$ cat src/sv/hng_pkg.sv
`default_nettype none
package hng_pkg;

   localparam int unsigned HEIGHT_W = 8;
   localparam int unsigned IDX_W    = 10;
   localparam int unsigned CFG_W    = 16;
   localparam int unsigned Q14_ONE  = 16384;

   // Magnitude widths: 16x8 products, sum of three squares, its root.
   localparam int unsigned MAG_W  = 24;
   localparam int unsigned SUM_W  = 50;
   localparam int unsigned ROOT_W = 25;
   localparam int unsigned QUO_W  = 15;

   localparam logic [0:0] CSR_HEIGHT_SCALE  = 1'b0;
   localparam logic [0:0] CSR_SPACING_TWICE = 1'b1;

   localparam logic [CFG_W-1:0] HEIGHT_SCALE_RST  = 16'd64;
   localparam logic [CFG_W-1:0] SPACING_TWICE_RST = 16'd2064;

   typedef struct packed {
      logic [IDX_W-1:0]  row;
      logic [IDX_W-1:0]  col;
      logic              last;
      logic              x_neg;
      logic              z_neg;
      logic [MAG_W-1:0]  x_mag;
      logic [MAG_W-1:0]  z_mag;
      logic [CFG_W-1:0]  y_mag;
   } vec_type;

   typedef struct packed {
      logic [IDX_W-1:0]   row;
      logic [IDX_W-1:0]   col;
      logic               last;
      logic signed [15:0] nx;
      logic [14:0]        ny;
      logic signed [15:0] nz;
   } nrm_type;

endpackage
`default_nettype wire

$ cat src/sv/hng_norm.sv
`default_nettype none
// Normalizer: squares, one sum, a bit-serial square root, then three
// restoring divisions of magnitude*2^14 by the root, one quotient bit a cycle.
module hng_norm (
   input  wire                  clock,
   input  wire                  reset,
   input  wire                  start,
   input  hng_pkg::vec_type     vec,
   output logic                 done,
   output hng_pkg::nrm_type     nrm
);
   import hng_pkg::*;

   typedef enum logic [2:0] {
      ST_IDLE, ST_SQ, ST_SUM, ST_ROOT, ST_DIV, ST_DONE
   } state_type;

   localparam int unsigned DIV_W = MAG_W + 15;

   state_type         state_ff;
   vec_type           vec_ff;
   logic [47:0]       sqx_ff, sqz_ff;
   logic [31:0]       sqy_ff;
   logic [SUM_W-1:0]  rem_ff;
   logic [SUM_W-1:0]  res_ff;
   logic [SUM_W-1:0]  bit_ff;
   logic [ROOT_W-1:0] root_ff;
   logic [1:0]        comp_ff;
   logic [5:0]        step_ff;
   logic [DIV_W:0]    drem_ff;
   logic [DIV_W-1:0]  dnum_ff;
   logic [QUO_W:0]    quo_ff;
   logic [QUO_W-1:0]  qx_ff, qy_ff, qz_ff;
   logic              zero_ff;

   logic [SUM_W-1:0]  trial;
   logic [DIV_W-1:0]  num_sel;
   logic [DIV_W:0]    drem_sh;
   logic [DIV_W:0]    div_sub;
   logic [QUO_W-1:0]  quo_sat;

   assign trial   = res_ff + bit_ff;
   assign drem_sh = {drem_ff[DIV_W-1:0], dnum_ff[DIV_W-1]};
   assign div_sub = drem_sh - {{(DIV_W+1-ROOT_W){1'b0}}, root_ff};
   assign quo_sat = (quo_ff > (QUO_W+1)'(Q14_ONE)) ? QUO_W'(Q14_ONE) : quo_ff[QUO_W-1:0];

   always_comb begin
      case (comp_ff)
         2'd0:    num_sel = DIV_W'(vec_ff.x_mag) << 14;
         2'd1:    num_sel = DIV_W'(vec_ff.y_mag) << 14;
         default: num_sel = DIV_W'(vec_ff.z_mag) << 14;
      endcase
   end

   always_ff @(posedge clock) begin
      if (reset) begin
         state_ff <= ST_IDLE;
      end else begin
         case (state_ff)
            ST_IDLE: if (start) begin
               vec_ff   <= vec;
               state_ff <= ST_SQ;
            end
            ST_SQ: begin
               sqx_ff   <= vec_ff.x_mag * vec_ff.x_mag;
               sqz_ff   <= vec_ff.z_mag * vec_ff.z_mag;
               sqy_ff   <= vec_ff.y_mag * vec_ff.y_mag;
               state_ff <= ST_SUM;
            end
            ST_SUM: begin
               rem_ff   <= SUM_W'(sqx_ff) + SUM_W'(sqz_ff) + SUM_W'(sqy_ff);
               res_ff   <= '0;
               bit_ff   <= SUM_W'(1) << (SUM_W - 2);
               state_ff <= ST_ROOT;
            end
            ST_ROOT: begin
               if (bit_ff == '0) begin
                  root_ff  <= res_ff[ROOT_W-1:0];
                  zero_ff  <= (res_ff == '0);
                  comp_ff  <= 2'd0;
                  step_ff  <= '0;
                  state_ff <= ST_DIV;
               end else begin
                  if (rem_ff >= trial) begin
                     rem_ff <= rem_ff - trial;
                     res_ff <= (res_ff >> 1) + bit_ff;
                  end else begin
                     res_ff <= res_ff >> 1;
                  end
                  bit_ff <= bit_ff >> 2;
               end
            end
            ST_DIV: begin
               if (step_ff == 6'd0) begin
                  // Add half the root to the dividend for rounding.
                  drem_ff <= '0;
                  dnum_ff <= num_sel + DIV_W'(root_ff >> 1);
                  quo_ff  <= '0;
                  step_ff <= 6'd1;
               end else if (step_ff <= 6'(DIV_W)) begin
                  dnum_ff <= dnum_ff << 1;
                  if (!div_sub[DIV_W]) begin
                     drem_ff <= div_sub;
                     quo_ff  <= {quo_ff[QUO_W-1:0], 1'b1} | ((quo_ff[QUO_W]) ? (QUO_W+1)'(1) << QUO_W : '0);
                  end else begin
                     drem_ff <= drem_sh;
                     quo_ff  <= {quo_ff[QUO_W-1:0], 1'b0} | ((quo_ff[QUO_W]) ? (QUO_W+1)'(1) << QUO_W : '0);
                  end
                  step_ff <= step_ff + 6'd1;
               end else begin
                  case (comp_ff)
                     2'd0:    qx_ff <= quo_sat;
                     2'd1:    qy_ff <= quo_sat;
                     default: qz_ff <= quo_sat;
                  endcase
                  step_ff <= '0;
                  if (comp_ff == 2'd2) state_ff <= ST_DONE;
                  else comp_ff <= comp_ff + 2'd1;
               end
            end
            ST_DONE: state_ff <= ST_IDLE;
            default: state_ff <= ST_IDLE;
         endcase
      end
   end

   // Sticky top bit keeps saturation once the quotient overflows 15 bits.
   always_comb begin
      nrm.row  = vec_ff.row;
      nrm.col  = vec_ff.col;
      nrm.last = vec_ff.last;
      if (zero_ff) begin
         nrm.nx = '0;
         nrm.ny = 15'(Q14_ONE);
         nrm.nz = '0;
      end else begin
         nrm.nx = vec_ff.x_neg ? -$signed({1'b0, qx_ff}) : $signed({1'b0, qx_ff});
         nrm.ny = qy_ff;
         nrm.nz = vec_ff.z_neg ? -$signed({1'b0, qz_ff}) : $signed({1'b0, qz_ff});
      end
   end

   assign done = (state_ff == ST_DONE);

   a_done_once: assert property (@(posedge clock) disable iff (reset)
      done |=> !done) else $error("done held");
   a_ny_range: assert property (@(posedge clock) disable iff (reset)
      done |-> nrm.ny <= 15'(Q14_ONE)) else $error("ny out of range");
   a_root_range: assert property (@(posedge clock) disable iff (reset)
      (state_ff == ST_DIV) |-> (root_ff >= ROOT_W'(vec_ff.y_mag))) else $error("root small");

endmodule
`default_nettype wire

$ cat config.mk
export PLATFORM = sky130hd
export DESIGN_NAME = hng_norm
export DESIGN_NICKNAME = d
export VERILOG_FILES = /design/src/sv/hng_pkg.sv /design/src/sv/hng_norm.sv
export SDC_FILE = /design/constraint.sdc
export NUM_CORES = 2
export LEC_CHECK = 0
export BUFFER_PORTS_ARGS = -buffer_cell sky130_fd_sc_hd__buf_2
export CORE_MARGIN = 2
export CORE_UTILIZATION = 56
export CTS_CLUSTER_SIZE = 10
export DETAILED_ROUTE_END_ITERATION = 10
export PLACE_DENSITY = 0.73
export REMOVE_ABC_BUFFERS = 1
export SYNTH_ARGS = -nofsm -noshare
export SYNTH_HDL_FRONTEND = slang
export SYNTH_SLANG_ARGS = --single-unit
export TNS_END_PERCENT = 30
$ cat constraint.sdc
create_clock -name clock -period 19.92 [get_ports clock]
set_clock_uncertainty 0.05 [all_clocks]
set_input_delay 1.992 -clock clock [delete_from_list [all_inputs] [get_ports clock]]
set_output_delay 1.992 -clock clock [all_outputs]
set_load 0.02 [all_outputs]
== After elaboration in Yosys (flattened, before gate mapping) ==
Index checks and enable logic that the tools add are counted.
Storage, ports and cells
  latch bits: 0
  input bits: 90
  word-level logic and storage cells: 119
  register bits after elaboration: 541
  output and inout bits: 69
  memories kept: 0
  memory bits (read-only): 0
  bits in writable memories: 0
Operators by class
  add/subtract/negate cells: 11
  shift-type cells: 0
  reductions and logical operators: 21
  multipliers: 3
  eq/ne operators: 15
  divide/modulo/power cells: 0
  order comparisons: 3
  bitwise gates (word level): 6
  mux-type cells: 35
Operators with widths (number)
  50-bit case mux with 2 select lines: 3
  50-bit two-way mux: 5
  39-bit two-way mux: 4
  50-bit logical NOT: 2
  24-bit by 24-bit multiplier with 48-bit output: 2
  16-bit two-way mux: 5
  38-bit case mux with 2 select lines: 1
  49-bit by 32-bit adder with 50-bit output: 1
  49-bit by 50-bit adder with 50-bit output: 1
  50-bit adder: 1
  50-bit >= comparator: 1
  50-bit subtractor: 1
  48-bit by 48-bit adder with 49-bit output: 1
  47-bit two-way mux: 1
  40-bit by 25-bit subtractor with 40-bit output: 1
  38-bit by 24-bit adder with 39-bit output: 1
  16-bit by 16-bit multiplier with 32-bit output: 1
  15-bit negation with 16-bit output: 2
  16-bit OR: 2
  5-bit AND reduction: 4
  6-bit two-way mux: 3
  16-bit by 15-bit > comparator with 1-bit output (second input constant): 1
  2-bit != test (second input constant): 8
  15-bit two-way mux: 1
  other kinds (23): 41

== Depth between registers and ports, before layout ==
  word-level depth: 5
  mapped depth: 28
  depth with buffers taken out: 27

== Worst setup path before layout ==
Ideal clock, no wire load.
  path type: input port to flip-flop
  start point: input reset
  end point: register sqx_ff[0] (enable)
  arrival: 14.971 ns
  path slack: 3.939 ns
  buffers on the path: 1
  stages on the path: 2
  data required time: 18.910 ns
  library setup time: 0.960 ns
  cells stage by stage: clkbuf_1 nor4b_1
On the way
  longest elaborated chain between the ends: 2
RTL lines
  from (decl): RTL line hng_norm.sv:6  | input wire reset,
  1-bit NOT (no source line)
  2-bit AND reduction (no source line)
  to (signal assigned): RTL line hng_norm.sv:65  | sqx_ff <= vec_ff.x_mag * vec_ff.x_mag;
  to (decl): RTL line hng_norm.sv:22  | logic [47:0] sqx_ff, sqz_ff;
Every way passes these cells.
A chain may end at the register's enable or synchronous reset.

== Worst setup path after layout ==
  start point: register vec_ff[28] (netlist bit)
  end point: register sqz_ff[46] (data pin)
On the way
  longest elaborated chain between the ends: 1
RTL lines
  from (decl): RTL line hng_norm.sv:21  | vec_type vec_ff;
  from (signal assigned): RTL line hng_norm.sv:61  | vec_ff <= vec;
  24-bit by 24-bit multiplier with 48-bit output: RTL line hng_norm.sv:66  | sqz_ff <= vec_ff.z_mag * vec_ff.z_mag;
  to (signal assigned): RTL line hng_norm.sv:66
  to (decl): RTL line hng_norm.sv:22
Every way passes these cells.

==> metrics.md <==
| Metric | Value |
|---|---|
| Ys async rst share | `0%` |
| Post-DP HPWL | `135000 um` |
| Tmin final | `8986 ps` |
| Vias | `50581` |
| Die Y | `358.8 um` |
| First-pass GRT wire length | `281600 um` |
| CP Data Required Time | `20300 ps` |
| Initial Util | `56.30%` |
| Area Growth Syn to Fin | `6.310%` |
| Drt wl/cell | `19.08 um` |
| Cts repair resizes | `0` |
| #FFs+latches synth | `513` |
| Die Area | `128800 um^2` |
| Clock transition at path regs | `60 ps` |
| Hold Path Origin | `dnum_ff[31]` |
| Post-Syn Instances | `7245` |
| Hold slack final | `462.3 ps` |
| Worst Hold Path EP | `dnum_ff[32]` |
| FF-to-FF setup slack | `10930 ps` |
| Final setup violation count | `0` |
| Worst min-delay path class | `register to register` |
| Max transition margin | `13.46%` |
| Layout cells sized above 1 | `5.105%` |
| Vias per inst | `5.635` |
| Main flop type after synthesis | `edfxtp_1` |
| CP arrival | `9370 ps` |
| Type of the worst setup path | `register to register` |
| Final worst-path cycle share | `45.11%` |
| Fmax | `111.3 MHz` |
| Ys Warns | `0` |
| Worst-case clock buffer depth | `3` |
| Final Max Slew Viols | `0` |
| Wirelength, routed | `171300 um` |
| 1st-iter DRT viols | `4007` |
| Die X-Extent | `358.8 um` |
| Clk_lat worst skew | `680 ps` |
| TritonCTS clock tree | `done` |
| Reg2Reg Launch Point | `vec_ff[28]` |
| Sequential-to-total area share from yosys stat | `21.81%` |
| Routability cong. | `0.9598` |
| Cts hold-fix bufs | `0` |
| Initial antenna violation count | `1` |
| Worst-Margin Slew | `1298 ps` |
| Post-Syn Area | `70510 um^2` |
| Yosys cell types | `88` |
| 1st-pass router iterations | `6` |
| Final core occ | `59.85%` |
| FF-to-FF path depth | `26` |
| RSZ-0062 raised after global routing | `false` |
| Clock root cell | `clkbuf_16` |
| Post-DRT Antenna Nets | `0` |
| IO Count | `159` |
| EDFF count, synth | `510` |
| Max_cap viols | `0` |
| Worst setup EP type | `register` |
| Pin count of the biggest net entering global routing | `78` |
| Setup repair bufs after CTS | `0` |
| Vias in the first global route | `53178` |
| Congestion Overflow GR | `0` |
| Overall Global Routing Usage | `27.36%` |
| TritonCTS sink count | `513` |
| Critical path launch point type | `register` |
| Most common cell after layout, fill and taps aside | `inv_1` |
| H-tree depth | `3` |
| R2r endpoint | `sqz_ff[46]` |
| Most frequent cells in the layout | `1508 x inv_1, 1044 x fa_1, 661 x nand2_1` |
| Outcome | `finished clean` |
| FILL cells | `10590` |
| Final net count | `9081` |
| Crit path max fanout | `26` |
| Hold depth | `2` |
| Syn_area_per_cell | `9.732 um^2` |
| Core area | `125200 um^2` |
| PortBufs | `158` |
| TritonCTS buffer count | `69` |
| Final Hold Fails | `0` |
| Remaining DRCs | `0` |
| Std-Cell Rows | `130` |
| Setup_tns | `0 ps` |
## area by class of cell
type,count,area (um^2),area share (%)
Antenna cell,1,2.502,0.003338
Clock buffer,81,1793,2.392
Clock inverter,29,334.1,0.4457
Inverter,1509,5664,7.556
Multi-Input combinational cell,4977,48490,64.69
Sequential cell,513,15370,20.51
Tap cell,1650,2064,2.754
Timing Repair Buffer,217,1234,1.646
## cells by family (layout without fill, tap and decap cells)
group           after synthesis  after routing  synth area share [%]
flops                       513            513                 21.81
buf+inv                    1757           1836                 9.510
simple gates               1761           1761                 12.13
other cells                   1              4              0.005318
xor+xnor                    380            380                 4.720
mux                          38             38                0.5536
fa+ha+maj                  1704           1704                 41.35
compound gates             1091           1091                 9.921
## sequential cells by signal, summed over array words and instances (netlist names), 31 cells and up
| register | count |
|---|---|
| sqz_ff | 47 |
| drem_ff | 39 |
| res_ff | 50 |
| sqx_ff | 47 |
| vec_ff | 66 |
| dnum_ff | 39 |
| rem_ff | 50 |
| sqy_ff | 31 |
## worst max-delay path, cell delays in order, from the launching register on
cell and delay, ps:
edfxtp_1 1110, nand2_1 240, inv_1 150, fa_1 440, fa_1 490, inv_1 50
fa_1 530, inv_1 50, fa_1 500, inv_1 60, fa_1 550, inv_1 50
fa_1 480, inv_1 60, fa_1 480, inv_1 50, ha_1 390, nand4_1 160
or2_2 320, a211o_1 300, a2111oi_0 890, o21ai_0 260, a21o_1 250, o311ai_1 430
a21o_1 190, a21oi_1 80, xnor2_1 130
## worst max-delay path by stage
stage / start / endpoint / slack (ps) / depth (start not counted)
5_1_grt: vec_ff[28] / sqz_ff[46] / 10450 / 26
3_3_place_gp: vec_ff[28] / sqz_ff[46] / 11260 / 26
4_1_cts: vec_ff[28] / sqz_ff[46] / 11110 / 26
6_report: vec_ff[28] / sqz_ff[46] / 10930 / 26
3_5_place_dp: vec_ff[28] / sqz_ff[46] / 11170 / 26
2_1_floorplan: reset / sqx_ff[0] / 3930 / 1
## through the flow
stage / instances / worst slack (ps) / cell area [um^2]
floorplan: 6999 / 3934 / 69480
global placement: 8866 / 11260 / 72830
detailed placement: 8866 / 11170 / 72830
CTS: 8976 / 11110 / 74960
global route: 8976 / 10450 / 74960
finish: 8977 / 10930 / 74960
## synth_stat cells, drive strengths merged (50+ instances only)
library cell / instances / share of area, %
a21o: 161 / 1.7
inv: 1509 / 8.0
nor2: 312 / 1.7
a31oi: 65 / 0.58
xor2: 176 / 2.2
and2: 339 / 3.0
a211oi: 50 / 0.54
xnor2: 204 / 2.5
nand3: 61 / 0.44
a21oi: 313 / 2.2
edfxtp: 510 / 22
ha: 660 / 12
fa: 1044 / 30
o21ai: 231 / 1.6
clkbuf: 216 / 1.2
nand2: 661 / 3.5
nor3: 59 / 0.42
nor2b: 68 / 0.60
## layer usage
| metal | up-vias | routed length [um] | part of all wire (%) | global-route usage [%] |
|---|---|---|---|---|
| met4 | 0 | 6311 | 3.7 | 9.895 |
| met3 | 301 | 11370 | 6.6 | 3.479 |
| met1 | 25208 | 71670 | 42 | 36.92 |
| li1 | 23416 | - | - | - |
| met5 | - | 0 | 0 | 0 |
| met2 | 1656 | 81890 | 48 | 45.55 |
Power is left out: the tool's default activity adds up to more than one toggle a clock period on the data nets, which glitch-free logic cannot reach.
